File: src/hdl/sdi_pkg.sv
package sdi_pkg;

   localparam int MAX_SAMPLES = 65536;
   localparam int CountWidth = $clog2(MAX_SAMPLES);

   localparam int SampleWidth = 24;
   localparam int StepWidth = 24;
   localparam int SumWidth = 48;
   localparam int NumWidth = 52;
   localparam int IntegralWidth = 64;
   localparam int CsrDataWidth = 32;
   localparam int CsrAddrWidth = 3;
   localparam int RegSelBit = 2;

   localparam logic [StepWidth-1:0] StepReset = 24'd65536;

   // mag = H*2^24 + L and 2^24 = 3*SplitThird + 1
   localparam int HalfWidth = 24;
   localparam int HighWidth = NumWidth - HalfWidth;
   localparam int HlWidth = HighWidth + 1;
   localparam int SplitThirdWidth = 23;
   localparam logic [SplitThirdWidth-1:0] SplitThird = 23'd5592405;
   localparam int HkWidth = HighWidth + SplitThirdWidth;

   // floor(x/3) = (x * Recip) >> RecipShift for x < 2^RecipShift
   localparam int RecipShift = 31;
   localparam int RecipWidth = 30;
   localparam logic [RecipWidth-1:0] Recip = 30'd715827883;
   localparam int HlmWidth = HlWidth + RecipWidth;

   localparam int LoProdWidth = HalfWidth + StepWidth;
   localparam int HiProdWidth = HighWidth + StepWidth;
   localparam int ProductWidth = NumWidth + StepWidth;
   localparam int EWidth = StepWidth + 1;
   localparam int EmWidth = EWidth + RecipWidth;

   localparam int FifoDepth = 4;
   localparam int FifoPtrWidth = $clog2(FifoDepth);
   localparam int FifoCountWidth = $clog2(FifoDepth + 1);

   typedef enum logic [1:0] {
      METHOD_RECTANGLE,
      METHOD_TRAPEZOID,
      METHOD_SIMPSON,
      METHOD_CUMULATIVE
   } method_type;

   typedef enum logic [1:0] {
      DIV_ONE,
      DIV_TWO,
      DIV_THREE,
      DIV_SIX
   } divisor_type;

   typedef enum logic {
      REG_METHOD,
      REG_STEP_WIDTH
   } reg_index_type;

   typedef struct packed {
      logic signed [SampleWidth-1:0] sample;
      logic                          final_sample;
   } req_payload_type;

   typedef struct packed {
      logic signed [IntegralWidth-1:0] integral;
      logic                            saturated;
      logic                            set_done;
      logic                            run_last;
   } rsp_payload_type;

   typedef struct packed {
      method_type           method;
      logic [StepWidth-1:0] step_width;
   } cfg_type;

   typedef struct packed {
      logic                 valid;
      logic                 lead_zero;
      logic                 done;
      divisor_type          divisor;
      logic [StepWidth-1:0] dx;
   } side_type;

   typedef struct packed {
      side_type                   side;
      logic signed [NumWidth-1:0] num;
   } num_item_type;

   typedef struct packed {
      logic            valid;
      logic            lead_zero;
      rsp_payload_type result;
   } push_type;

endpackage

File: src/hdl/sdi_csr.sv
module sdi_csr import sdi_pkg::*; (
   input  logic                    clock,
   input  logic                    reset,
   input  logic                    csr_psel,
   input  logic                    csr_penable,
   input  logic                    csr_pwrite,
   input  logic [CsrAddrWidth-1:0] csr_paddr,
   input  logic [CsrDataWidth-1:0] csr_pwdata,
   output logic [CsrDataWidth-1:0] csr_prdata,
   output logic                    csr_pready,
   output cfg_type                 cfg
);

   method_type           method_ff, method_in;
   logic [StepWidth-1:0] step_ff, step_in;
   logic                 write_en;
   reg_index_type        index;

   assign csr_pready = 1'b1;
   assign write_en = csr_psel & csr_penable & csr_pwrite & csr_pready;
   assign index = reg_index_type'(csr_paddr[RegSelBit]);

   always_comb begin
      method_in = method_ff;
      step_in = step_ff;
      if (write_en) begin
         unique case (index)
            REG_METHOD:     method_in = method_type'(csr_pwdata[1:0]);
            REG_STEP_WIDTH: step_in = csr_pwdata[StepWidth-1:0];
            default:        ;
         endcase
      end
   end

   always_comb begin
      csr_prdata = '0;
      unique case (index)
         REG_METHOD:     csr_prdata = CsrDataWidth'(method_ff);
         REG_STEP_WIDTH: csr_prdata = CsrDataWidth'(step_ff);
         default:        ;
      endcase
   end

   always_ff @(posedge clock) begin
      if (reset) begin
         method_ff <= METHOD_TRAPEZOID;
         step_ff <= StepReset;
      end else begin
         method_ff <= method_in;
         step_ff <= step_in;
      end
   end

   assign cfg.method = method_ff;
   assign cfg.step_width = step_ff;

endmodule

File: config.mk
export PLATFORM = sky130hd
export DESIGN_NAME = sdi_csr
export DESIGN_NICKNAME = d
export VERILOG_FILES = /design/src/hdl/sdi_pkg.sv /design/src/hdl/sdi_csr.sv
export SDC_FILE = /design/constraint.sdc
export NUM_CORES = 1
export LEC_CHECK = 0
export ABC_AREA = 0
export CORE_MARGIN = 4
export CORE_UTILIZATION = 55
export DETAILED_ROUTE_END_ITERATION = 10
export DONT_BUFFER_PORTS = 1
export GPL_ROUTABILITY_DRIVEN = 0
export PLACE_DENSITY = 0.73
export RECOVER_POWER = 25
export REMOVE_ABC_BUFFERS = 1
export SLEW_MARGIN = 20
export SYNTH_ARGS = -nofsm -noshare
export SYNTH_HDL_FRONTEND = slang
export SYNTH_SLANG_ARGS = --single-unit
File: constraint.sdc
create_clock -name clock -period 0.8 [get_ports clock]
set_input_delay 0.12 -clock clock [delete_from_list [all_inputs] [get_ports clock]]
set_output_delay 0.12 -clock clock [all_outputs]
set_load 0.05 [all_outputs]
==> results.py, run 1 <==
metrics = {
    "run_status": {
        "status": "aborted with a tool error",
        "haltStage": "clock tree synthesis (4_1_cts)",
        "tool.error": "[ERROR DPL-0038] Utilization greater than 100%, impossible to legalize",
    },
    "cts": {
        "numCtsBuffers": 3,
        "cts_hold_buf": 21,
        "cts_root_buf": "clkbuf_4",
        "cts_setup_buffers": 6,
        "clock_sinks": 26,
        "cts_resized": 94,
        "htreeDepth": 1,
        "cts_buffer_depth": 2,
    },
    "synthesis": {
        "yosysWarnings": 0,
        "syn_area_per_cell_um2": 9.484,
        "ys_seq_area_share_pct": 36.59,
        "syn_inst": 150,
        "synth_cell_types": 14,
        "synth_seq_cells": 26,
        "netlist_area_mm2": 0.001423,
    },
    "floorplan": {
        "fp.dieH_um": 58.86,
        "die_w_um": 58.86,
        "rows": 18,
        "ioPinCount": 99,
        "start_util_pct": 57.42,
    },
    "placed_design": {
        "hpwlAfterDp_um": 2572,
        "port-buffer-count": 0,
    },
}
per-stage QoR:
step / instance area [um^2] / std cells / worst slack [ns] / TNS (ns)
2_1_floorplan: 1304 / 138 / -0.5600 / -24.04
3_5_place_dp: 2017 / 218 / -0.1226 / -1.428
3_3_place_gp: 2017 / 218 / -0.03836 / -0.7632
cells in the mapped netlist:
cell	count	area, um^2
buf_6	1	11.26
clkbuf_1	7	26.28
and2_1	20	125.1
nand2b_1	47	294.0
dfxtp_1	26	520.5
and4_1	1	8.760
and2_2	2	15.01
conb_1	2	7.510
buf_4	9	67.56
mux2_2	2	22.52
nor2_1	4	15.01
nand4b_1	1	8.760
mux2i_1	26	260.3
buf_12	2	40.04
cells by family after synthesis:
logic type             share of synthesized area (%)
and+or+nand+nor                                32.81
muxes                                          19.88
DFF                                            36.59
buffers and inverters                          10.20
other                                         0.5279
==> run 2: changes to the inputs <==
- CORE_AREA: unset -> 4 4 65 67
- CORE_MARGIN: 4 -> unset
- CORE_UTILIZATION: 55 -> unset
- DIE_AREA: unset -> 0 0 69 71
- PLACE_DENSITY: 0.73 -> unset
- PLACE_DENSITY_LB_ADDON: unset -> 0.15
- clock period: 0.8 -> 1.04 ns (I/O delays scaled with it)
==> results.py, run 2 <==
metrics = {
    "run_status": {
        "status": "complete, but fails checks",
        "violations": "setup timing",
    },
    "sta": {
        "rsz0062_at_grt": "yes",
        "max_freq_ghz": 0.8438,
        "setup_ws_ns": -0.1452,
        "hold_violations": 0,
        "setup_violations": 5,
        "setup_tns_ns": -0.3104,
        "clock_skew_ns": 0,
        "finalCriticalPeriod_ns": 1.185,
        "final.period_utilization_pct": 114.0,
        "maxSlewViolCount": 0,
    },
    "synthesis": {
        "ys_seq_area_share_pct": 36.59,
        "syn_area_per_cell_um2": 9.484,
        "yosys-top-cells-area": "dfxtp_1 (37%), nand2b_1 (21%), mux2i_1 (18%)",
        "synth_seq_cells": 26,
        "netlist_area_mm2": 0.001423,
        "synth_top_area_share_pct": 36.59,
        "postSynth.topFlopCell": "dfxtp_1",
        "synthArstFlopShare_pct": 0,
        "synth_cell_types": 14,
        "syn_inst": 150,
        "yosysMostFrequentCell": "nand2b_1",
        "synth_enable_flop_cells": 0,
        "synth.largest_area_cell": "dfxtp_1",
        "synth_common_cells": "nand2b_1 (47), dfxtp_1 (26), mux2i_1 (26), and2_1 (20), buf_4 (9)",
        "yosysWarnings": 0,
    },
    "placed_design": {
        "hpwlAfterDp_um": 2468,
        "port-buffer-count": 0,
    },
    "hold_path": {
        "hold_start": "csr_pwdata[11]",
        "hold_end": "step_ff[11]",
        "min_path_type": "input pin to flip-flop",
        "worstHoldPathCells": 2,
    },
    "setup_path": {
        "rr_startpoint": "step_ff[10]",
        "crit_buf_inv": 1,
        "end_kind": "output port",
        "cp_slowest_cell": "dfxtp_2",
        "worst_r2r_endpoint": "step_ff[10]",
        "crit_chain": "mux2_4 > buf_12",
        "reg2regPathDepth": 3,
        "cp.arrival_ns": 1.03,
        "critPathLaunchType": "flip-flop",
        "required_ns": 0.88,
        "path_class": "flip-flop to output port",
        "slowest_delay_ns": 0.33,
        "critPathTopFamily": "flip-flops",
        "path_max_fanout": 2,
        "r2r_setup_slack_ns": 0.22,
    },
    "floorplan": {
        "die_w_um": 69,
        "core_area_mm2": 0.003633,
        "fp.dieH_um": 71,
        "rows": 22,
        "start_util_pct": 39.15,
        "dieArea_mm2": 0.004899,
        "ioPinCount": 99,
    },
    "drt": {
        "dr_total_vias": 1126,
        "wire_per_inst_um": 14.26,
        "wl_um": 3466,
        "dr.pass1.iters": 3,
        "drt-initial-drc-count": 51,
        "viasPerCell": 4.634,
        "antenna_left": 0,
        "drc_errors": 0,
    },
    "cts": {
        "cts_root_buf": "clkbuf_8",
        "cts_buffer_depth": 2,
        "clock_sinks": 26,
        "htreeDepth": 1,
        "cts_tree": "done",
        "clkTransAtPathRegs_ns": 0.09,
        "cts_hold_buf": 0,
        "numCtsBuffers": 3,
        "insertion_delay_ns": 0.26,
    },
    "finish": {
        "largest_register_ffs": 24,
        "antenna_cells": 0,
        "layout.nets": 237,
        "top_register": "step_ff",
        "final_common_cell": "nand2b_1",
        "top_regs": "step_ff x24, method_ff x2",
        "layout_common_cells": "nand2b_1 (47), buf_4 (31), mux2i_1 (26), dfxtp_2 (24)",
        "layout-drive-gt1-share_pct": 53.85,
        "synthToLayoutAreaGrowth_pct": 52.95,
    },
    "global_route": {
        "grt_pass1_wl_um": 5568,
        "antenna_found_initial": 0,
        "grt_pass1_vias": 1138,
        "grt-ovfl-total": 0,
        "grt_max_degree": 52,
        "track_usage_pct": 13.65,
    },
    "power": {
        "vdd_drop_max_v": 0.0007748,
        "leakage_nw": 0.9093,
        "finalPower_mw": 2.022,
        "p_per_area_mw_per_mm2": 929.2,
    },
    "run": {
        "cap_violations": 0,
    },
}
[run 2: cell counts after synthesis]
No cell type changed its count.
[run 2: cell type report]
type,instances,area (um^2)
Fill cell,321,1458
Clock buffer,3,41.29
Timing Repair Buffer,54,680.7
Sequential cell,26,550.5
Tap cell,48,60.06
Multi-Input combinational cell,112,843.3
[run 2: worst max path at each step]
stage / startpoint / to / slack, ns / cells past startpoint
3_3_place_gp: csr_pwrite / step_ff[6] / 0.15 / 3
5_1_grt: method_ff[0] / csr_prdata[0] / -0.18 / 2
4_1_cts: method_ff[1] / csr_prdata[1] / -0.15 / 2
6_report: method_ff[0] / csr_prdata[0] / -0.15 / 2
2_1_floorplan: csr_pwrite / step_ff[0] / -0.36 / 2
3_5_place_dp: csr_pwrite / step_ff[6] / 0.11 / 3
[run 2: layer usage]
metal | up-vias | wire length (um) | track usage (%)
li1 | 547 | - | -
met1 | 527 | 1338 | 14.79
met2 | 50 | 1757 | 23.62
met5 | - | 0 | 0
met4 | 0 | 22 | 3.254
met3 | 2 | 347 | 7.102
[run 2: logic make-up (layout without fill, tap and decap cells)]
logic type / Yosys count / count (layout) / synth area share, %
simple gates: 75 / 75 / 32.81
mux: 28 / 28 / 19.88
flops: 26 / 26 / 36.59
buf+inv: 19 / 57 / 10.20
other cells: 2 / 9 / 0.5279
[run 2: power breakdown]
part           total (mW)  leakage, nW  switching (mW)  internal (mW)
sequential           1.03        0.220          0.0140           1.02
combinational       0.442        0.667           0.270          0.171
clock               0.546       0.0216           0.287          0.259
total                2.02        0.909           0.572           1.45
[run 2: repair_timing]
item | CTS | global route
pin swaps | 1 | 2
setup endpoints to repair | 24 | 23
resized for setup | 44 | 4
buffers inserted | 3 | 2
[run 2: per-stage QoR]
stage / area, um^2 / worst slack [ns] / util [%] / instances / hold slack [ns]
finish: 2176 / -0.1452 / 59.88 / 243 / 0.03185
floorplan: 1304 / -0.3560 / - / 138 / 0.3107
CTS: 2168 / -0.1451 / 59.68 / 241 / 0.02539
global route: 2176 / -0.1818 / 59.88 / 243 / 0.03075
detailed placement: 2019 / 0.1115 / 55.58 / 235 / 0.3191
global placement: 2019 / 0.1481 / 55.58 / 235 / 0.3136
No activity file was read; power rests on OpenSTA's default activity.
