[src/hdl/sdi_pkg.sv]
package sdi_pkg;

   localparam int MAX_SAMPLES = 65536;
   localparam int CountWidth = $clog2(MAX_SAMPLES);

   localparam int SampleWidth = 24;
   localparam int StepWidth = 24;
   localparam int SumWidth = 48;
   localparam int NumWidth = 52;
   localparam int IntegralWidth = 64;
   localparam int CsrDataWidth = 32;
   localparam int CsrAddrWidth = 3;
   localparam int RegSelBit = 2;

   localparam logic [StepWidth-1:0] StepReset = 24'd65536;

   // mag = H*2^24 + L and 2^24 = 3*SplitThird + 1
   localparam int HalfWidth = 24;
   localparam int HighWidth = NumWidth - HalfWidth;
   localparam int HlWidth = HighWidth + 1;
   localparam int SplitThirdWidth = 23;
   localparam logic [SplitThirdWidth-1:0] SplitThird = 23'd5592405;
   localparam int HkWidth = HighWidth + SplitThirdWidth;

   // floor(x/3) = (x * Recip) >> RecipShift for x < 2^RecipShift
   localparam int RecipShift = 31;
   localparam int RecipWidth = 30;
   localparam logic [RecipWidth-1:0] Recip = 30'd715827883;
   localparam int HlmWidth = HlWidth + RecipWidth;

   localparam int LoProdWidth = HalfWidth + StepWidth;
   localparam int HiProdWidth = HighWidth + StepWidth;
   localparam int ProductWidth = NumWidth + StepWidth;
   localparam int EWidth = StepWidth + 1;
   localparam int EmWidth = EWidth + RecipWidth;

   localparam int FifoDepth = 4;
   localparam int FifoPtrWidth = $clog2(FifoDepth);
   localparam int FifoCountWidth = $clog2(FifoDepth + 1);

   typedef enum logic [1:0] {
      METHOD_RECTANGLE,
      METHOD_TRAPEZOID,
      METHOD_SIMPSON,
      METHOD_CUMULATIVE
   } method_type;

   typedef enum logic [1:0] {
      DIV_ONE,
      DIV_TWO,
      DIV_THREE,
      DIV_SIX
   } divisor_type;

   typedef enum logic {
      REG_METHOD,
      REG_STEP_WIDTH
   } reg_index_type;

   typedef struct packed {
      logic signed [SampleWidth-1:0] sample;
      logic                          final_sample;
   } req_payload_type;

   typedef struct packed {
      logic signed [IntegralWidth-1:0] integral;
      logic                            saturated;
      logic                            set_done;
      logic                            run_last;
   } rsp_payload_type;

   typedef struct packed {
      method_type           method;
      logic [StepWidth-1:0] step_width;
   } cfg_type;

   typedef struct packed {
      logic                 valid;
      logic                 lead_zero;
      logic                 done;
      divisor_type          divisor;
      logic [StepWidth-1:0] dx;
   } side_type;

   typedef struct packed {
      side_type                   side;
      logic signed [NumWidth-1:0] num;
   } num_item_type;

   typedef struct packed {
      logic            valid;
      logic            lead_zero;
      rsp_payload_type result;
   } push_type;

endpackage

[src/hdl/sdi_accum.sv]
module sdi_accum import sdi_pkg::*; (
   input  logic            clock,
   input  logic            reset,
   input  logic            advance,
   input  cfg_type         cfg,
   input  logic            req_valid,
   input  req_payload_type req_payload,
   output num_item_type    item
);

   logic                          in_valid_ff, in_valid_in;
   req_payload_type               in_data_ff, in_data_in;
   logic signed [SumWidth-1:0]    first_ff, first_in;
   logic signed [SumWidth-1:0]    prev_ff, prev_in;
   logic signed [SumWidth-1:0]    odd_ff, odd_in;
   logic signed [SumWidth-1:0]    even_ff, even_in;
   logic signed [SumWidth-1:0]    pair_ff, pair_in;
   logic [CountWidth-1:0]         count_ff, count_in;
   num_item_type                  item_ff, item_in;

   logic signed [SampleWidth-1:0] sample_s;
   logic signed [SumWidth-1:0]    s_ext;
   logic signed [SumWidth-1:0]    new_odd, new_even, new_pair;
   logic                          idx_zero, idx_one, idx_odd, fin, step;
   logic [StepWidth-1:0]          dx;
   logic signed [NumWidth-1:0]    rect_num, simp_even_num, simp_odd_num, simp_t, ps;

   assign sample_s = in_data_ff.sample;
   assign s_ext = SumWidth'(sample_s);
   assign idx_zero = (count_ff == '0);
   assign idx_one = (count_ff == CountWidth'(1));
   assign idx_odd = count_ff[0];
   assign fin = in_data_ff.final_sample | (count_ff == CountWidth'(MAX_SAMPLES - 1));
   assign step = advance & in_valid_ff;
   assign dx = (cfg.step_width == '0) ? StepReset : cfg.step_width;

   assign new_odd = idx_zero ? '0 : (idx_odd ? odd_ff + s_ext : odd_ff);
   assign new_even = idx_zero ? s_ext : (idx_odd ? even_ff : even_ff + s_ext);
   assign new_pair = idx_zero ? '0 : pair_ff + prev_ff + s_ext;

   assign rect_num = NumWidth'(new_odd) + NumWidth'(new_even) - NumWidth'(s_ext);
   assign simp_even_num = (NumWidth'(new_odd) <<< 2) + (NumWidth'(new_even) <<< 1)
                          - NumWidth'(first_ff) - NumWidth'(s_ext);
   assign simp_t = (NumWidth'(odd_ff) <<< 2) + (NumWidth'(new_even) <<< 1)
                   - NumWidth'(first_ff) - NumWidth'(prev_ff);
   assign ps = NumWidth'(prev_ff) + NumWidth'(s_ext);
   assign simp_odd_num = (simp_t <<< 1) + ps + (ps <<< 1);

   always_comb begin
      item_in = '0;
      item_in.side.dx = dx;
      if (in_valid_ff) begin
         if (cfg.method == METHOD_CUMULATIVE) begin
            item_in.side.valid = !idx_zero;
            item_in.side.lead_zero = idx_one;
            item_in.side.done = fin;
            item_in.side.divisor = DIV_TWO;
            item_in.num = NumWidth'(new_pair);
         end else if (fin) begin
            item_in.side.valid = 1'b1;
            item_in.side.done = 1'b1;
            if (idx_zero) begin
               item_in.side.divisor = DIV_ONE;
               item_in.num = '0;
            end else if (cfg.method == METHOD_RECTANGLE) begin
               item_in.side.divisor = DIV_ONE;
               item_in.num = rect_num;
            end else if (cfg.method == METHOD_TRAPEZOID || idx_one) begin
               item_in.side.divisor = DIV_TWO;
               item_in.num = NumWidth'(new_pair);
            end else if (!idx_odd) begin
               item_in.side.divisor = DIV_THREE;
               item_in.num = simp_even_num;
            end else begin
               item_in.side.divisor = DIV_SIX;
               item_in.num = simp_odd_num;
            end
         end
      end
   end

   always_comb begin
      in_valid_in = advance ? req_valid : in_valid_ff;
      in_data_in = advance ? req_payload : in_data_ff;
      first_in = (step && idx_zero) ? s_ext : first_ff;
      odd_in = step ? new_odd : odd_ff;
      even_in = step ? new_even : even_ff;
      pair_in = step ? new_pair : pair_ff;
      prev_in = step ? s_ext : prev_ff;
      count_in = count_ff;
      if (step) begin
         count_in = fin ? '0 : count_ff + CountWidth'(1);
      end
   end

   always_ff @(posedge clock) begin
      if (reset) begin
         in_valid_ff <= 1'b0;
         count_ff <= '0;
         item_ff <= '0;
      end else begin
         in_valid_ff <= in_valid_in;
         count_ff <= count_in;
         if (advance) begin
            item_ff <= item_in;
         end
      end
   end

   always_ff @(posedge clock) begin
      in_data_ff <= in_data_in;
      first_ff <= first_in;
      prev_ff <= prev_in;
      odd_ff <= odd_in;
      even_ff <= even_in;
      pair_ff <= pair_in;
   end

   assign item = item_ff;

endmodule

[config.mk]
export PLATFORM = sky130hd
export DESIGN_NAME = sdi_accum
export DESIGN_NICKNAME = d
export VERILOG_FILES = /design/src/hdl/sdi_pkg.sv /design/src/hdl/sdi_accum.sv
export SDC_FILE = /design/constraint.sdc
export NUM_CORES = 2
export LEC_CHECK = 0
export BUFFER_PORTS_ARGS = -buffer_cell sky130_fd_sc_hd__buf_2
export CORE_ASPECT_RATIO = 0.5
export CORE_MARGIN = 1.5
export CORE_UTILIZATION = 60
export CTS_CLUSTER_DIAMETER = 200
export CTS_CLUSTER_SIZE = 20
export DETAILED_ROUTE_END_ITERATION = 6
export HOLD_SLACK_MARGIN = 0.03
export PLACE_DENSITY = 0.77
export REMOVE_ABC_BUFFERS = 1
export SLEW_MARGIN = 10
export SYNTH_ARGS = -nofsm -noshare
export SYNTH_HDL_FRONTEND = slang
export SYNTH_SLANG_ARGS = --single-unit
export TNS_END_PERCENT = 50
[constraint.sdc]
create_clock -name clock -period 23.8 [get_ports clock]
set_input_delay 4.76 -clock clock [delete_from_list [all_inputs] [get_ports clock]]
set_output_delay 4.76 -clock clock [all_outputs]
set_load 0.05 [all_outputs]
# After elaboration in Yosys (flattened, before gate mapping)
# Index checks and enable logic that the tools add are counted.
# Widths: inputs -> output; s select.
# word_totals
inputBits	55
out_inout_bits	81
word_cells	67
ff_bits	315
# classes
n_reduce_logical	6
mux	24
add_sub_neg	16
eq_ne	4
bitwise	2
# op_table
op	n
$mux 52	7
$mux 48	5
$add 48x48->48	3
$add 50x49->51	2
$sub 51x24->51	2
$add 52x25->52	1
$add 52x26->52	1
$sub 51x24->52	1
$sub 52x24->52	1
$sub 49x24->50	1
$add 48x48->49	1
$add 48x24->48	1
$add 24x24->25	1
$logic_not 24->1	1
$mux 24	1
$add 16x1->16 const B	1
$eq 16x1->1 const B	1
$eq 16x16->1 const B	1
$logic_not 16->1	1
$mux 16	1
$mux 2	3
$mux 3	2
$mux 5	1
$mux 1	4
8 further kinds	8

# Logic depth before layout (Yosys ltp)
# depth
depth_word	15
mapped_depth	43
ltp_nobuf	42

# Least setup slack after synthesis
# Ideal clock, no wire load.
# synth_timing
path_kind	register -> register
start	reg in_data_ff (netlist bit sample_s[23])
end	reg item_ff (netlist bit item[51])
path_slack_ns	12.536
required_time_ns	23.721
period_less_slack_ns	11.264
arrival_time_ns	11.185
n_path_buf	1
setup_time_ns	0.079
path_stages_with_launch	39
cell_sequence	edfxtp_1 ha_1 and4_1 nand2_1 a2111oi_0 o32a_1 o21a_1 nand2_1 nand2_1 a21o_1 a211oi_1 or3_1 a31oi_1 inv_1 fa_1 inv_1 ha_1 clkbuf_1 [3 not listed] o41ai_2 o21ai_0 or2_2 a21oi_1 xnor2_1 ha_1 ha_1 a21o_1 a21oi_1 nor2_1 o21a_1 o21ai_0 nand2_1 a2111oi_0 xnor2_1 nor3b_1 mux2i_1 o211ai_1
# synth_between
elab_chain_cells	15
elab_cells_between_ends	26
cone_classes	add/sub (14); mux (12)
# synth_lines
item	line	source
start: declaration	sdi_accum.sv:12	req_payload_type in_data_ff, in_data_in;
start signal: assignment	sdi_accum.sv:111	in_data_ff <= in_data_in;
$add 48x24->48	sdi_accum.sv:38	assign new_even = idx_zero ? s_ext : (idx_odd ? even_ff : even_ff + s_ext);
$mux 48	sdi_accum.sv:38	
$mux 48 *	sdi_accum.sv:38	
named net new_even[31]	sdi_accum.sv:23	logic signed [SumWidth-1:0] new_odd, new_even, new_pair;
$add 50x49->51	sdi_accum.sv:44	assign simp_t = (NumWidth'(odd_ff) <<< 2) + (NumWidth'(new_even) <<< 1)
$sub 51x24->51 (2 in a row)	sdi_accum.sv:45	- NumWidth'(first_ff) - NumWidth'(prev_ff);
$add 52x25->52	sdi_accum.sv:47	assign simp_odd_num = (simp_t <<< 1) + ps + (ps <<< 1);
$add 52x26->52	sdi_accum.sv:47	
$mux 52	sdi_accum.sv:71	end else if (!idx_odd) begin
$mux 52	sdi_accum.sv:68	end else if (cfg.method == METHOD_TRAPEZOID || idx_one) begin
$mux 52 *	sdi_accum.sv:65	end else if (cfg.method == METHOD_RECTANGLE) begin
$mux 52 *	sdi_accum.sv:62	if (idx_zero) begin
$mux 52 *	sdi_accum.sv:59	end else if (fin) begin
$mux 52 *	sdi_accum.sv:53	if (cfg.method == METHOD_CUMULATIVE) begin
$mux 52 *	sdi_accum.sv:52	if (in_valid_ff) begin
end signal: assignment	sdi_accum.sv:105	item_ff <= item_in;
end: declaration	sdi_accum.sv:19	num_item_type item_ff, item_in;
# Mark *: on every way through the listed nets, which the timed path passes. The rest lies on a longest branch.
# A chain may end at the register's enable or synchronous reset.

# Final worst setup path
# layout_timing
start	reg in_data_ff (netlist bit sample_s[1])
end	reg item_ff (netlist bit item[51])
# layout_between
elab_chain_cells	15
elab_cells_between_ends	26
cone_classes	add/sub (14); mux (12)
# layout_lines
item	line
$add 48x24->48 *	sdi_accum.sv:38
$mux 48 * (2 in a row)	sdi_accum.sv:38
named net new_even[21]	sdi_accum.sv:23
$add 50x49->51	sdi_accum.sv:44
$sub 51x24->51 (2 in a row)	sdi_accum.sv:45
$add 52x25->52	sdi_accum.sv:47
$add 52x26->52	sdi_accum.sv:47
$mux 52	sdi_accum.sv:71
$mux 52	sdi_accum.sv:68
$mux 52 *	sdi_accum.sv:65
$mux 52 *	sdi_accum.sv:62
$mux 52 *	sdi_accum.sv:59
$mux 52 *	sdi_accum.sv:53
$mux 52 *	sdi_accum.sv:52
# Marks and branches as above.

==> flow_summary.ini <==
[run_status]
failing_checks = design-rule violations
run_status = complete, but fails checks

[yosys]
synth_enable_flop_cells = 217
area_fraction_of_the_dominant_cell_type_after_synthesis = 0.1619
synth_sequential_area_ratio = 0.2107
synth-seq-cells = 315
synth-xor-area-share = 0.06964
synth_fa_ha_area_frac = 0.2812
synthesis.area_sq_mm = 0.04024
synth_top_cell_by_area = edfxtp_1
ys_async_sr_fraction = 0
synth_compound_gate_area_share = 0.2275
post_synth_mux_area_share = 0.01614
synthSimpleGateAreaFrac = 0.1333
netlist_top_cells_count = inv_1 (507), a21oi_1 (409), ha_1 (391)
postSynthAreaPerCell_sq_um = 8.828
synth_top_flop_cell = edfxtp_1
biggest_area_contributors_in_the_synthesized_netlist = edfxtp_1 (16%), fa_1 (16%), ha_1 (12%), a21oi_1 (5.1%), dfxtp_1 (4.9%)
synth.lib_cells_used.distinct = 111
synthCells = 4559
yosysWarningCount = 0
synth_top_family_by_area = adder cells
synthMostInstantiatedCell = inv_1

[global_route]
grt_start_max_net_pins = 109
global_route_wire_length_before_repair_microns = 188100
grt.overflow.total = 0
grt_antenna_before_repair = 1
grt_pass1_vias = 33600
grt_util_all_layers = 0.3524

[place]
dp_hpwl_microns = 97150
routabilityCongestion = 1.037
detailed_place.area_sq_mm = 0.04182
numPortBuffers = 135
preCtsSetupSlack_ps = 13370

[sta]
transition_time_of_the_tightest_slew_check_pin_ps = 1177
min_period_over_period = 0.4480
fin_skew_ps = 36.11
final_setup_violating_endpoints = 0
finalHoldViolCount = 0
grt_setup_unrepaired = false
final.hold.worst_slack_ps = 464.3
timing.final.max_slew_violations = 0
relSlewSlack = 0.2147
fin_crit_ps = 10660
timing.setup.tns_ps = 0
setup_ws_ps = 13140
timing.fmax_mhz = 93.78

[setup_path]
crit_fanout = 12
worst-setup-path-type = register to register
worst_ep_arrival_time_ps = 11180
critical_path_start_type = register
rr_startpoint = sample_s[1]
crit_path_max_incr_delay_ps = 670
setup.worst_path.start = sample_s[1]
endpoint_kind = register
data_required_time_of_the_critical_path_ps = 24320
critical-path-slowest-cell = nor4bb_1

[route]
route.detailed.vias_per_inst = 6.374
antenna_violating_nets_post_route = 0
drt_iter0_drc = 3931
detailroute.via_count = 35170
drt_drc_violations_left = 3
totalWireLength_microns = 121500
drt-pass1-iter-count = 7
detail_route.wl_per_cell_microns = 22.03

[floorplanning]
die_area_sq_mm = 0.06873
initial_utilization = 0.6130
die_height_microns = 186.1
core-area_sq_mm = 0.06565
pin_count = 136
die-width_microns = 369.3
num_rows = 66

[clock_network]
cts_setup_buffers = 0
clock_insertion_delay_worst_skew_ps = 600
postcts_resize_cnt = 0
cts.clk_slew.worst_paths_ps = 120
tritoncts_clock_tree = built
cts_num_sinks = 315
tritoncts_buffer_count = 19
cts-root-to-sink-buffers = 3
root_buffer = clkbuf_16
quantity_of_hold_fixing_buffers_added_after_cts = 0
h-tree-depth = 1

[layout]
regArea_sq_mm = 0.008482
finalNetCount = 5388
syn_to_final_growth_pct = 5.263
drive_gt1_frac = 0.06841
fin_area_sq_mm = 0.04236
multi_input_area_sq_mm = 0.02931
fill_cells = 5673
num_antenna_cells = 0

[run]
max_cap_viol_count = 0

[power_and_ir_drop]
cellPowerDensity_mw_per_mm2 = 85.73
total_leakage_power_uw = 0.01956
ir_worst_vdd_mv = 0.07801

[worst_hold_path]
worstHoldPathType = register to register
min_from = item[20]
cell families after synthesis:
family	after synthesis
AO/OA/AOI/OAI	1391
AND/OR/NAND/NOR	1111
adder cells (fa/ha/maj)	712
buffers and inverters	646
XOR/XNOR	320
flip-flops	315
multiplexers	64
critical path, delay by kind of cell, from the launching register on:
kind	cells	cell delay (ps)
XOR/XNOR	3	490
flip-flops	1	660
AND/OR/NAND/NOR	9	1940
adder cells (fa/ha/maj)	5	1940
AO/OA/AOI/OAI	20	5200
buffers and inverters	2	220
multiplexers	1	90
final timing paths:
path / endpoint / slack [ps] / cells past startpoint
max: item[51] / 13140 / 40
min: item[20] / 460 / 2
max reg2reg: item[51] / 13140 / 40
min reg2reg: item[20] / 460 / 2
cells in the final DEF (no fill, tap or decap), drive strengths merged, types with 23 or more instances in the layout:
| master | count |
|---|---|
| o21bai | 46 |
| mux2i | 57 |
| a31oi | 42 |
| a21boi | 24 |
| dfxtp | 98 |
| inv | 509 |
| a21o | 214 |
| fa | 321 |
| nand4 | 46 |
| o21ai | 255 |
| nor2 | 300 |
| buf | 178 |
| ha | 391 |
| o21a | 58 |
| nor4 | 23 |
| or2 | 37 |
| xnor2 | 172 |
| nand3 | 77 |
| clkbuf | 32 |
| nor3 | 54 |
| and2 | 39 |
| nand2b | 43 |
| xor2 | 148 |
| o211ai | 36 |
| and3 | 47 |
| edfxtp | 217 |
| nor2b | 44 |
| nand2 | 327 |
| a21oi | 414 |
| a211oi | 50 |
layout make-up:
| class | instances | area share |
|---|---|---|
| Clock buffer | 32 | 0.01238 |
| Multi-Input combinational cell | 3598 | 0.6918 |
| Sequential cell | 315 | 0.2002 |
| Tap cell | 884 | 0.02611 |
| Inverter | 509 | 0.04525 |
| Timing Repair Buffer | 178 | 0.02392 |
| Clock inverter | 2 | 0.0003544 |
report_power, final:
part	switching (uW)	internal, uW	total (uW)
clock	217	153	371
sequential	22.5	605	628
combinational	1620	1020	2630
per-layer routing:
metal	vias up	share of wire	GRT usage
met1	16960	0.41	0.4654
li1	16330	-	-
met2	1597	0.45	0.5702
met5	-	0	0
met3	284	0.094	0.07664
met4	0	0.044	0.1351
per-stage QoR:
stage	power, uW	std cells	util
final	3632	5518	0.6453
after global routing	3911	5518	0.6453
after CTS	3564	5518	0.6452
after detailed placement	3180	5484	0.6370
after global placement	3144	5484	0.6370
after floorplan	2553	4422	-
state kept, by name, indices dropped and copies added, names as in the netlist:
name and cells:
even_ff 48, pair_ff 48, odd_ff 48, in_data_ff 1, first_ff 24, sample_s 24, count_ff 16, prev_ff 24
item 81, in_valid_ff 1
Power figures use the tool's default switching activity.
