===== src/hdl/sdi_pkg.sv =====
package sdi_pkg;

   localparam int MAX_SAMPLES = 65536;
   localparam int CountWidth = $clog2(MAX_SAMPLES);

   localparam int SampleWidth = 24;
   localparam int StepWidth = 24;
   localparam int SumWidth = 48;
   localparam int NumWidth = 52;
   localparam int IntegralWidth = 64;
   localparam int CsrDataWidth = 32;
   localparam int CsrAddrWidth = 3;
   localparam int RegSelBit = 2;

   localparam logic [StepWidth-1:0] StepReset = 24'd65536;

   // mag = H*2^24 + L and 2^24 = 3*SplitThird + 1
   localparam int HalfWidth = 24;
   localparam int HighWidth = NumWidth - HalfWidth;
   localparam int HlWidth = HighWidth + 1;
   localparam int SplitThirdWidth = 23;
   localparam logic [SplitThirdWidth-1:0] SplitThird = 23'd5592405;
   localparam int HkWidth = HighWidth + SplitThirdWidth;

   // floor(x/3) = (x * Recip) >> RecipShift for x < 2^RecipShift
   localparam int RecipShift = 31;
   localparam int RecipWidth = 30;
   localparam logic [RecipWidth-1:0] Recip = 30'd715827883;
   localparam int HlmWidth = HlWidth + RecipWidth;

   localparam int LoProdWidth = HalfWidth + StepWidth;
   localparam int HiProdWidth = HighWidth + StepWidth;
   localparam int ProductWidth = NumWidth + StepWidth;
   localparam int EWidth = StepWidth + 1;
   localparam int EmWidth = EWidth + RecipWidth;

   localparam int FifoDepth = 4;
   localparam int FifoPtrWidth = $clog2(FifoDepth);
   localparam int FifoCountWidth = $clog2(FifoDepth + 1);

   typedef enum logic [1:0] {
      METHOD_RECTANGLE,
      METHOD_TRAPEZOID,
      METHOD_SIMPSON,
      METHOD_CUMULATIVE
   } method_type;

   typedef enum logic [1:0] {
      DIV_ONE,
      DIV_TWO,
      DIV_THREE,
      DIV_SIX
   } divisor_type;

   typedef enum logic {
      REG_METHOD,
      REG_STEP_WIDTH
   } reg_index_type;

   typedef struct packed {
      logic signed [SampleWidth-1:0] sample;
      logic                          final_sample;
   } req_payload_type;

   typedef struct packed {
      logic signed [IntegralWidth-1:0] integral;
      logic                            saturated;
      logic                            set_done;
      logic                            run_last;
   } rsp_payload_type;

   typedef struct packed {
      method_type           method;
      logic [StepWidth-1:0] step_width;
   } cfg_type;

   typedef struct packed {
      logic                 valid;
      logic                 lead_zero;
      logic                 done;
      divisor_type          divisor;
      logic [StepWidth-1:0] dx;
   } side_type;

   typedef struct packed {
      side_type                   side;
      logic signed [NumWidth-1:0] num;
   } num_item_type;

   typedef struct packed {
      logic            valid;
      logic            lead_zero;
      rsp_payload_type result;
   } push_type;

endpackage


===== src/hdl/sdi_out_fifo.sv =====
module sdi_out_fifo import sdi_pkg::*; (
   input  logic            clock,
   input  logic            reset,
   input  push_type        push,
   output logic            advance,
   output logic            rsp_valid,
   input  logic            rsp_stall,
   output rsp_payload_type rsp_payload
);

   rsp_payload_type           mem_ff [FifoDepth];
   logic [FifoPtrWidth-1:0]   wr_ptr_ff, wr_ptr_in;
   logic [FifoPtrWidth-1:0]   rd_ptr_ff, rd_ptr_in;
   logic [FifoCountWidth-1:0] count_ff, count_in;
   logic                      do_push, do_pop;
   logic [FifoCountWidth-1:0] push_n;
   rsp_payload_type           zero_result;

   assign advance = (count_ff <= FifoCountWidth'(FifoDepth - 2));
   assign rsp_valid = (count_ff != '0);
   assign rsp_payload = mem_ff[rd_ptr_ff];
   assign do_push = advance & push.valid;
   assign do_pop = rsp_valid & !rsp_stall;
   assign zero_result = '0;

   always_comb begin
      push_n = '0;
      if (do_push) begin
         push_n = push.lead_zero ? FifoCountWidth'(2) : FifoCountWidth'(1);
      end
      wr_ptr_in = wr_ptr_ff + FifoPtrWidth'(push_n);
      rd_ptr_in = do_pop ? rd_ptr_ff + FifoPtrWidth'(1) : rd_ptr_ff;
      count_in = count_ff + push_n - FifoCountWidth'(do_pop);
   end

   always_ff @(posedge clock) begin
      if (do_push) begin
         if (push.lead_zero) begin
            mem_ff[wr_ptr_ff] <= zero_result;
            mem_ff[wr_ptr_ff + FifoPtrWidth'(1)] <= push.result;
         end else begin
            mem_ff[wr_ptr_ff] <= push.result;
         end
      end
   end

   always_ff @(posedge clock) begin
      if (reset) begin
         wr_ptr_ff <= '0;
         rd_ptr_ff <= '0;
         count_ff <= '0;
      end else begin
         wr_ptr_ff <= wr_ptr_in;
         rd_ptr_ff <= rd_ptr_in;
         count_ff <= count_in;
      end
   end

endmodule


===== config.mk =====
export PLATFORM = sky130hd
export DESIGN_NAME = sdi_out_fifo
export DESIGN_NICKNAME = d
export VERILOG_FILES = /design/src/hdl/sdi_pkg.sv /design/src/hdl/sdi_out_fifo.sv
export SDC_FILE = /design/constraint.sdc
export NUM_CORES = 1
export LEC_CHECK = 0
export BUFFER_PORTS_ARGS = -buffer_cell sky130_fd_sc_hd__buf_2
export CORE_ASPECT_RATIO = 0.75
export CORE_MARGIN = 2
export CORE_UTILIZATION = 40
export CTS_BUF_LIST = sky130_fd_sc_hd__clkbuf_4 sky130_fd_sc_hd__clkbuf_8
export DETAILED_ROUTE_END_ITERATION = 10
export SKIP_CTS_REPAIR_TIMING = 1
export SKIP_LAST_GASP = 1
export SYNTH_ARGS = -nofsm -noshare
export SYNTH_HDL_FRONTEND = slang
export SYNTH_SLANG_ARGS = --single-unit

===== constraint.sdc =====
create_clock -name clock -period 7.5 [get_ports clock]
set_input_delay 0 -clock clock [delete_from_list [all_inputs] [get_ports clock]]
set_output_delay 0 -clock clock [all_outputs]
set_load 0.02 [all_outputs]

# Word level (Yosys, flattened, before mapping)
# Memory sizes are Yosys's and may differ from the RTL's. A register that Yosys moved wholly into a read port is not among the register bits.
# Index checks and enable logic that the tools add are counted.
# totals
n_memories	1
reg_bits	7
ramBits	268
# op_classes
n_addsub	5
n_mux	11
bitwise	3
magnitude_cmp	1
reduce_logical	2
# mem_list
name	depth	width	rd	rd_ports_with_merged_regs	write_ports	line	rtl
mem_ff	4	67	1	1	2	sdi_out_fifo.sv:11	rsp_payload_type mem_ff [FifoDepth];
# op_table
cell	count
67-bit 2-to-1 mux	1
2-bit 2-to-1 mux	4
1-bit 2-to-1 mux	6
2-bit by 1-bit adder with 2-bit output, second input constant	2
3-bit adder	1
3-bit by 2-bit <= comparator with 1-bit output, second input constant	1
3-bit nonzero test	1
3-bit by 1-bit subtractor with 3-bit output	1
2-bit adder	1
1-bit bitwise AND	2
1-bit logical NOT	1
1-bit OR	1

# Logic depth before layout (Yosys ltp)
# Gate-level depths: netlist of the first run.
# depth
depth_word	5
ltp_mapped	10
mapped_depth_nobuf	10

# Least setup slack after synthesis of the first run
# No wires, ideal clock.
# synth_timing
path_kind	register -> register
from	register count_ff[2]
to	memory mem_ff[3][0] (netlist bit) (enable)
setup_slack_ns	1.183
period_less_slack_ns	6.317
n_path_buf	1
t_arrival_ns	5.729
stages_incl_launch_ff	5
required_time_ns	6.912
cell_sequence	dfxtp_1 -> buf_2 -> nor2b_1 -> nand2_1 -> nor3b_1
# synth_rtl
element	line	rtl
start, declared	sdi_out_fifo.sv:14	logic [FifoCountWidth-1:0] count_ff, count_in;
start signal, assigned	sdi_out_fifo.sv:55	count_ff <= count_in;
end, declared	sdi_out_fifo.sv:11	

==> results of run 1 <==
[report_power, final]
group	total (mW)	switching, mW	internal, mW
Combinational	1.20	0.695	0.505
Clock	1.25	0.575	0.679
Sequential	2.12	0.125	1.99
[worst max-delay path, delay by kind of cell (launching register included)]
kind	cells	cell delay, ns
buffers and inverters	2	0.83
muxes	1	0.62
DFF	1	0.95
[path summary, 6_finish.rpt]
path                                   start        endpoint  cells after the start
worst min-delay path                   reset        register                      3
worst min register to register  rd_ptr_ff[0]        register                      2
worst max-delay path                register  rsp_payload[3]                      3
worst max register to register   count_ff[2]   mem_ff[1][40]                      5
[cell usage in the layout (no fill, tap or decap), types with 2 or more instances in the layout]
cell type,n
clkbuf_8,47
buf_2,140
a21oi_1,2
a21oi_4,2
inv_1,7
clkbuf_4,21
dfxtp_4,2
clkinv_2,3
mux4_2,67
nand2_1,3
edfxtp_1,268
ha_1,4
dlygate4sd3_1,71
and2_1,269
nand3_1,2
buf_4,10
nor3b_1,2
dfxtp_1,7
nor2b_1,5
xor2_1,2
nor3_1,2
clkinv_1,6
a2111oi_4,4
nor2_1,5
[routing by layer]
metal / wire length [µm] / vias up / GRT usage
li1: - / 3083 / -
met2: 12260 / 164 / 0.2753
met3: 1330 / 43 / 0.04530
met4: 390 / 0 / 0.03940
met1: 12450 / 3263 / 0.2325
met5: 0 / - / 0
[cell type report]
cell class	instances	area share
sequential	277	0.5592
multi-input combinational	383	0.2469
timing repair buffer	221	0.1009
clock buffer	68	0.05463
tap	399	0.03390
clock inverter	9	0.002549
inverter	7	0.001784
antenna	1	0.0001699
[flip-flops by register name (all words and copies together) (netlist names), named ones only]
name and cells:
mem_ff 268, count_ff 3, rd_ptr_ff 2, wr_ptr_ff 2
[logic make-up after synthesis]
family / after synthesis
flops: 277
fa+ha+maj: 5
mux: 68
compound gates: 10
xor+xnor: 2
simple gates: 298
buf+inv: 54
==> reports/summary.txt, run 1 <==
Status: finished clean
Final period utilization: 0.3942
RSZ-0062 raised after global routing: false
Routed vias/inst: 4.801
Post-Synth Simple-Gate Area: 0.1531
Initial antenna violation count: 1
Largest family of logic cells by synthesized area: simple AND/OR/NAND/NOR gates
Max_cap viols: 0
Vias: 6,553
Top cells by area in the synthesized netlist: edfxtp_1 66%, and2_1 14%, mux4_2 12%, dfxtp_1 1.5%, a2111oi_4 0.91%
Die height: 154.7 µm
Critical path peak fanout: 40
Fraction of registers with async set/reset: 0
1st-pass router iterations: 4
Residual DRC count: 0
Syn_area_per_cell: 16.96 µm²
Sequential standard cell area: 8235 µm²
P&R area growth vs syn: 21.61%
Core Util, Final: 0.4909
Design Area, Final: 14,730 µm²
Post-Synth Adder-Cell Area: 0.005786
Power per cell area: 310.5 nW/µm²
Nets: 1,012
# H-tree levels: 2
Multiplexer area fraction after synthesis: 0.1255
Worst hold path class: in2reg
Clk pin slew, worst setup/hold paths: 0.06 ns
FF-to-FF setup slack: 4.80 ns
Overall routed net length: 26.43 mm
Dpl ws: 4.759 ns
Synth top area share: 0.6645
Total power: 4.574 mW
Syn nets: 791
# setup viols final: 0
Peak VDD IR: 0.0001944 V
Vias in the first global route: 6,790
Slowest-stage cell, CP: dfxtp_4
I/O pin count: 141
Post-Layout Cell Count: 1,365
Core area: 30,000 µm²
Pleak: 5.267 nW
Critical-path cell list: buf_4 -> mux4_2 -> buf_2
Placed insts: 1,216
Fillers: 2,648
Synth warn: 0
First-pass GRT wire length: 40.47 mm
Per-cell routed wire length: 19.36 µm
DIE WIDTH: 204.9 µm
GPL Wtd Cong: 0.6928
ANT nets after route: 0
CTS tree: done
Multi-input logic area: 3636 µm²
Initial drt markers: 384
Crit path launch type: register
Share of cells above drive strength 1: 0.3130
Minimum clock period: 2.956 ns
Worst EP arrival: 2.96 ns
Compound-gate portion of the synthesized area: 0.01167
Site row count: 55
Worst skew pair latency: 0.55 ns
CTS max path bufs: 3
Num CTS Buffers: 45
Commonest cells post-synth: 269 x and2_1, 268 x edfxtp_1, 67 x mux4_2
Root buffer selected by CTS: clkbuf_8
Required time worst endpoint: 7.50 ns
GRT Util Overall: 0.1706
HPWL Detailed: 13.19 mm
Max incr delay on CP: 0.95 ns
EDFF count, synth: 268
Crit end category: output pin
Syn Inst Count: 714
Largest net degree at the start of global routing: 68
Relative slew slack: 0.2527
Fmax: 338.3 MHz
Slew Viols, Final: 0
Worst setup margin: 4.544 ns
Final global-route overflow total: 0
Worst Tran Pin Value: 1.121 ns
Initial core utilization: 0.4036
Clk sink count: 277
Ys flop type: edfxtp_1
Clock Skew: 0.02101 ns
Top-count cell post-synth: and2_1
FF+latch count, synth: 277
PortBufs: 140
Largest area contributor in the netlist: edfxtp_1
Mapped cell area: 12,110 µm²
Fin. Hold Viols: 0
Placed Instance Area: 13,170 µm²
Die ar.: 31,700 µm²
Synth unique cells: 33
Register area share after synthesis: 0.6794
WHS: 0.2781 ns
Xor and xnor area share after synthesis: 0.001446
Setup tns final: 0 ns
Setup Crit Path Kind: reg2out
Power figures use the tool's default switching activity.
==> run 2, diff against run 1 <==
- clock period: 7.5 -> 2.7 ns (I/O delays scaled with it)
==> run 2 against run 1 <==
  * Hold slack better by 0.0073 ns
  * Combinational power grew to 3.1 times the previous value
  * Wire length up 1.8%
  * Non-clock buffer count rose by 10
  * Largest cell class unchanged
==> reports/summary.txt, run 2 (same netlist as run 1, synthesis figures left out) <==
Status: finished clean
Final global-route overflow total: 0
Worst Reg-to-Reg Cells: 10
Dpl ws: 0.2488 ns
Hold depth: 3
Residual DRC count: 0
First-pass GRT wire length: 40.88 mm
1st-pass router iterations: 4
Die height: 154.7 µm
Setup tns final: 0 ns
Required time worst endpoint: 3.18 ns
Post-Layout Cell Count: 1,382
Num CTS Buffers: 46
Initial drt markers: 316
Overall routed net length: 26.91 mm
Site row count: 55
# setup viols final: 0
Placed Instance Area: 13,380 µm²
Hold Path Sink: mem_ff[3][33]
Total power: 12.99 mW
Biggest register: mem_ff
Clk sink count: 277
Placed insts: 1,225
FF-to-FF setup slack: 0.25 ns
Max reg flops: 268
Nets: 1,023
Per-cell routed wire length: 19.47 µm
PortBufs: 140
DIE WIDTH: 204.9 µm
Vias in the first global route: 6,937
Minimum clock period: 2.445 ns
Worst skew pair latency: 0.56 ns
Worst setup margin: 0.2547 ns
Clk pin slew, worst setup/hold paths: 0.06 ns
Die ar.: 31,700 µm²
Max_cap viols: 0
Initial antenna violation count: 1
Largest net degree at the start of global routing: 68
Routed vias/inst: 4.844
RSZ-0062 raised after global routing: false
Critical path peak fanout: 6
Clock Skew: 0.01274 ns
Worst hold path class: in2reg
Worst EP arrival: 2.93 ns
Worst Tran Pin Value: 0.6015 ns
ANT nets after route: 0
CTS tree: done
Core area: 30,000 µm²
# H-tree levels: 2
Design Area, Final: 15,000 µm²
RR Startpoint: count_ff[0]
Fmax: 408.9 MHz
Setup Crit Path Kind: reg2reg
Root buffer selected by CTS: clkbuf_8
Reg2reg end: count_ff[2]
Pleak: 5.387 nW
GRT Util Overall: 0.1731
Crit end category: register
Vias: 6,694
CTS max path bufs: 3
Slew Viols, Final: 0
Crit path launch type: register
Leading cell types in the layout, fill and taps excluded: 269 x and2_1, 268 x edfxtp_1, 140 x buf_2
Fin. Hold Viols: 0
Worst hold start: push[33]
Peak VDD IR: 0.0004781 V
Initial core utilization: 0.4036
Share of cells above drive strength 1: 0.3218
Final period utilization: 0.9057
I/O pin count: 141
Most frequent standard cell in the layout excluding fill and tap cells: and2_1
HPWL Detailed: 14.30 mm
Relative slew slack: 0.5990
GPL Wtd Cong: 0.7134
Power per cell area: 866.1 nW/µm²
P&R area growth vs syn: 23.82%
Largest registers: mem_ff (268), count_ff (3)
## run 2: worst max path at each step
stage                     slack, ns   startpoint  depth (start not counted)            to
final                          0.25  count_ff[0]                         10   count_ff[2]
after global routing           0.04  count_ff[0]                         10   count_ff[2]
after CTS                      0.23  count_ff[0]                         10   count_ff[2]
after detailed placement       0.25  count_ff[0]                         10   count_ff[2]
after global placement         0.30  count_ff[0]                         10   count_ff[2]
after floorplan               -0.19  count_ff[2]                          4  mem_ff[3][0]
## run 2: stage by stage
step,util,hold slack [ns]
global placement,0.4460,0.2954
floorplan,-,0.1982
detailed placement,0.4460,0.2973
finish,0.4998,0.2855
CTS,0.4757,-0.3248
global route,0.4998,0.2666
## run 2: where the power goes
group / switching [mW] / leakage (nW) / total, mW / internal, mW
Sequential: 0.159 / 2.61 / 5.68 / 5.52
Combinational: 2.17 / 2.30 / 3.69 / 1.52
Clock: 1.64 / 0.481 / 3.61 / 1.97
## run 2: area by class of cell
type | count | area (µm²)
diodes | 1 | 2.502
clock buffers | 71 | 839.6
clock inverters | 13 | 52.55
fillers | 2634 | 15010
inverters | 7 | 26.28
multi-input cells | 383 | 3664
flip-flops and latches | 277 | 8235
well taps | 399 | 499.2
repair buffers | 231 | 1677
## run 2: critical path, stage by stage (launching register included)
cell and delay (ns):
dfxtp_1 0.33, and2_2 0.28, nor4_1 0.29, inv_1 0.09, ha_1 0.28, inv_1 0.04, ha_1 0.19, fa_1 0.43
xor2_1 0.18, and2_1 0.15, nor3_1 0.11
## run 2: routing by layer
metal	GRT usage	vias to the layer above	wire length [µm]
li1	-	3111	-
met1	0.2300	3356	11990
met2	0.2835	185	12980
met3	0.04488	42	1525
met4	0.04659	0	418
met5	0	-	0
==> run 3, diff against run 2 <==
- HOLD_SLACK_MARGIN: unset -> 0.08
- PLACE_DENSITY: unset -> 0.59
==> run 3 against run 2 <==
  * Non-clock buffer count unchanged
  * First-iteration DRC count up 5.4%
  * Clock power about the same
  * Total power down 0.30%
  * Core utilization down 0.092 points
  * Largest power group unchanged
  * Die area unchanged
  * Critical path depth unchanged
==> reports/summary.txt, run 3 (same netlist as run 1, synthesis figures left out) <==
Minimum clock period: 2.365 ns
CTS tree: done
Crit end category: register
Vias in the first global route: 6,979
Max_cap viols: 0
P&R area growth vs syn: 23.60%
Root buffer selected by CTS: clkbuf_8
CTS max path bufs: 3
Vias: 6,574
GPL Wtd Cong: 0.7029
Clock Skew: 0.01340 ns
Dpl ws: 0.2498 ns
Sequential standard cell area: 8235 µm²
Max reg flops: 268
Final global-route overflow total: 0
# H-tree levels: 2
Worst Tran Pin Value: 0.5728 ns
Worst setup margin: 0.3353 ns
HPWL Detailed: 13.93 mm
Worst hold path class: in2reg
Global Route met3 Usage: 0.04741
DIE WIDTH: 204.9 µm
Required time worst endpoint: 3.18 ns
Leading cell types in the layout, fill and taps excluded: 269 x and2_1, 268 x edfxtp_1, 140 x buf_2
Worst EP arrival: 2.85 ns
Initial antenna violation count: 0
Final period utilization: 0.8758
Worst skew pair latency: 0.55 ns
Pleak: 5.361 nW
Share of cells above drive strength 1: 0.3179
Residual DRC count: 0
RR Startpoint: count_ff[0]
Fillers: 2,579
Nets: 1,022
Fin. Hold Viols: 0
RSZ-0062 raised after global routing: false
Die ar.: 31,700 µm²
Clk sink count: 277
Multi-input logic area: 3670 µm²
Relative slew slack: 0.6181
Die height: 154.7 µm
Total power: 12.95 mW
Worst hold start: reset
Clk pin slew, worst setup/hold paths: 0.06 ns
Initial core utilization: 0.4036
Grt met1 use: 0.2167
Core area: 30,000 µm²
Gr busiest metal: met2
# diodes: 0
Power per cell area: 865.0 nW/µm²
Placed insts: 1,224
Design Area, Final: 14,970 µm²
Placed Instance Area: 13,360 µm²
First-pass GRT wire length: 40.11 mm
Biggest register: mem_ff
Largest registers: mem_ff (268), count_ff (3)
Peak VDD IR: 0.0004762 V
GR Layer Usage met2: 0.2819
ANT nets after route: 0
Status: finished clean
GRT Util Overall: 0.1687
Site row count: 55
# setup viols final: 0
Overall routed net length: 26.32 mm
I/O pin count: 141
Critical path peak fanout: 6
Num CTS Buffers: 45
Most frequent standard cell in the layout excluding fill and tap cells: and2_1
Crit path launch type: register
PortBufs: 140
Slew Viols, Final: 0
Per-cell routed wire length: 19.15 µm
Post-Layout Cell Count: 1,374
Initial drt markers: 333
Routed vias/inst: 4.785
Critical path startpoint: count_ff[0]
Largest net degree at the start of global routing: 68
WHS: 0.2431 ns
Setup Crit Path Kind: reg2reg
Fmax: 422.9 MHz
1st-pass router iterations: 4
run 3: changes by cell type in the layout (fill, tap and decap cells not counted), sizes merged:
cell         change
clkinvlp         +1
clkinv           -3
clkbuf           -6
buf              -1
diode            -1
bufinv           +1
dlygate4sd3      +1
run 3: worst paths after layout:
path / slack [ns] / endpoint / cells past startpoint
setup / recovery: 0.34 / count_ff[2] / 10
hold / removal: 0.24 / register / 3
setup reg to reg: 0.34 / count_ff[2] / 10
hold reg to reg: 0.55 / register / 2
run 3: per-layer routing:
layer / wire length [µm] / share of wire / up-vias
li1: - / - / 3105
met1: 11700 / 0.44 / 3279
met2: 12760 / 0.48 / 146
met3: 1380 / 0.052 / 44
met4: 476 / 0.018 / 0
met5: 0 / 0 / -
run 3: area by class of cell:
type,count,area share
Inverter,7,0.001755
Sequential cell,277,0.5502
Clock buffer,65,0.05308
Clock inverter,12,0.005099
Multi-Input combinational cell,383,0.2452
Tap cell,399,0.03335
Timing Repair Buffer,231,0.1113
run 3: where the power goes:
part,switching [mW],total (mW),internal (mW)
Sequential,0.219,5.75,5.53
Clock,1.62,3.59,1.97
Combinational,2.09,3.61,1.52
Total,3.93,12.9,9.02
run 3: per-stage QoR:
step                        util  setup TNS (ns)
after global routing      0.4989               0
final                     0.4989               0
after global placement    0.4453               0
after floorplan                -          -17.81
after detailed placement  0.4453               0
after CTS                 0.4743               0
run 3: worst max-delay path, stage by stage (launching register included):
cell     delay, ns
dfxtp_1       0.33
and2_2        0.29
nor4_2        0.21
inv_1         0.08
ha_1          0.28
inv_1         0.04
ha_1          0.19
fa_1          0.43
xor2_1        0.18
and2_1        0.16
nor3_1        0.11
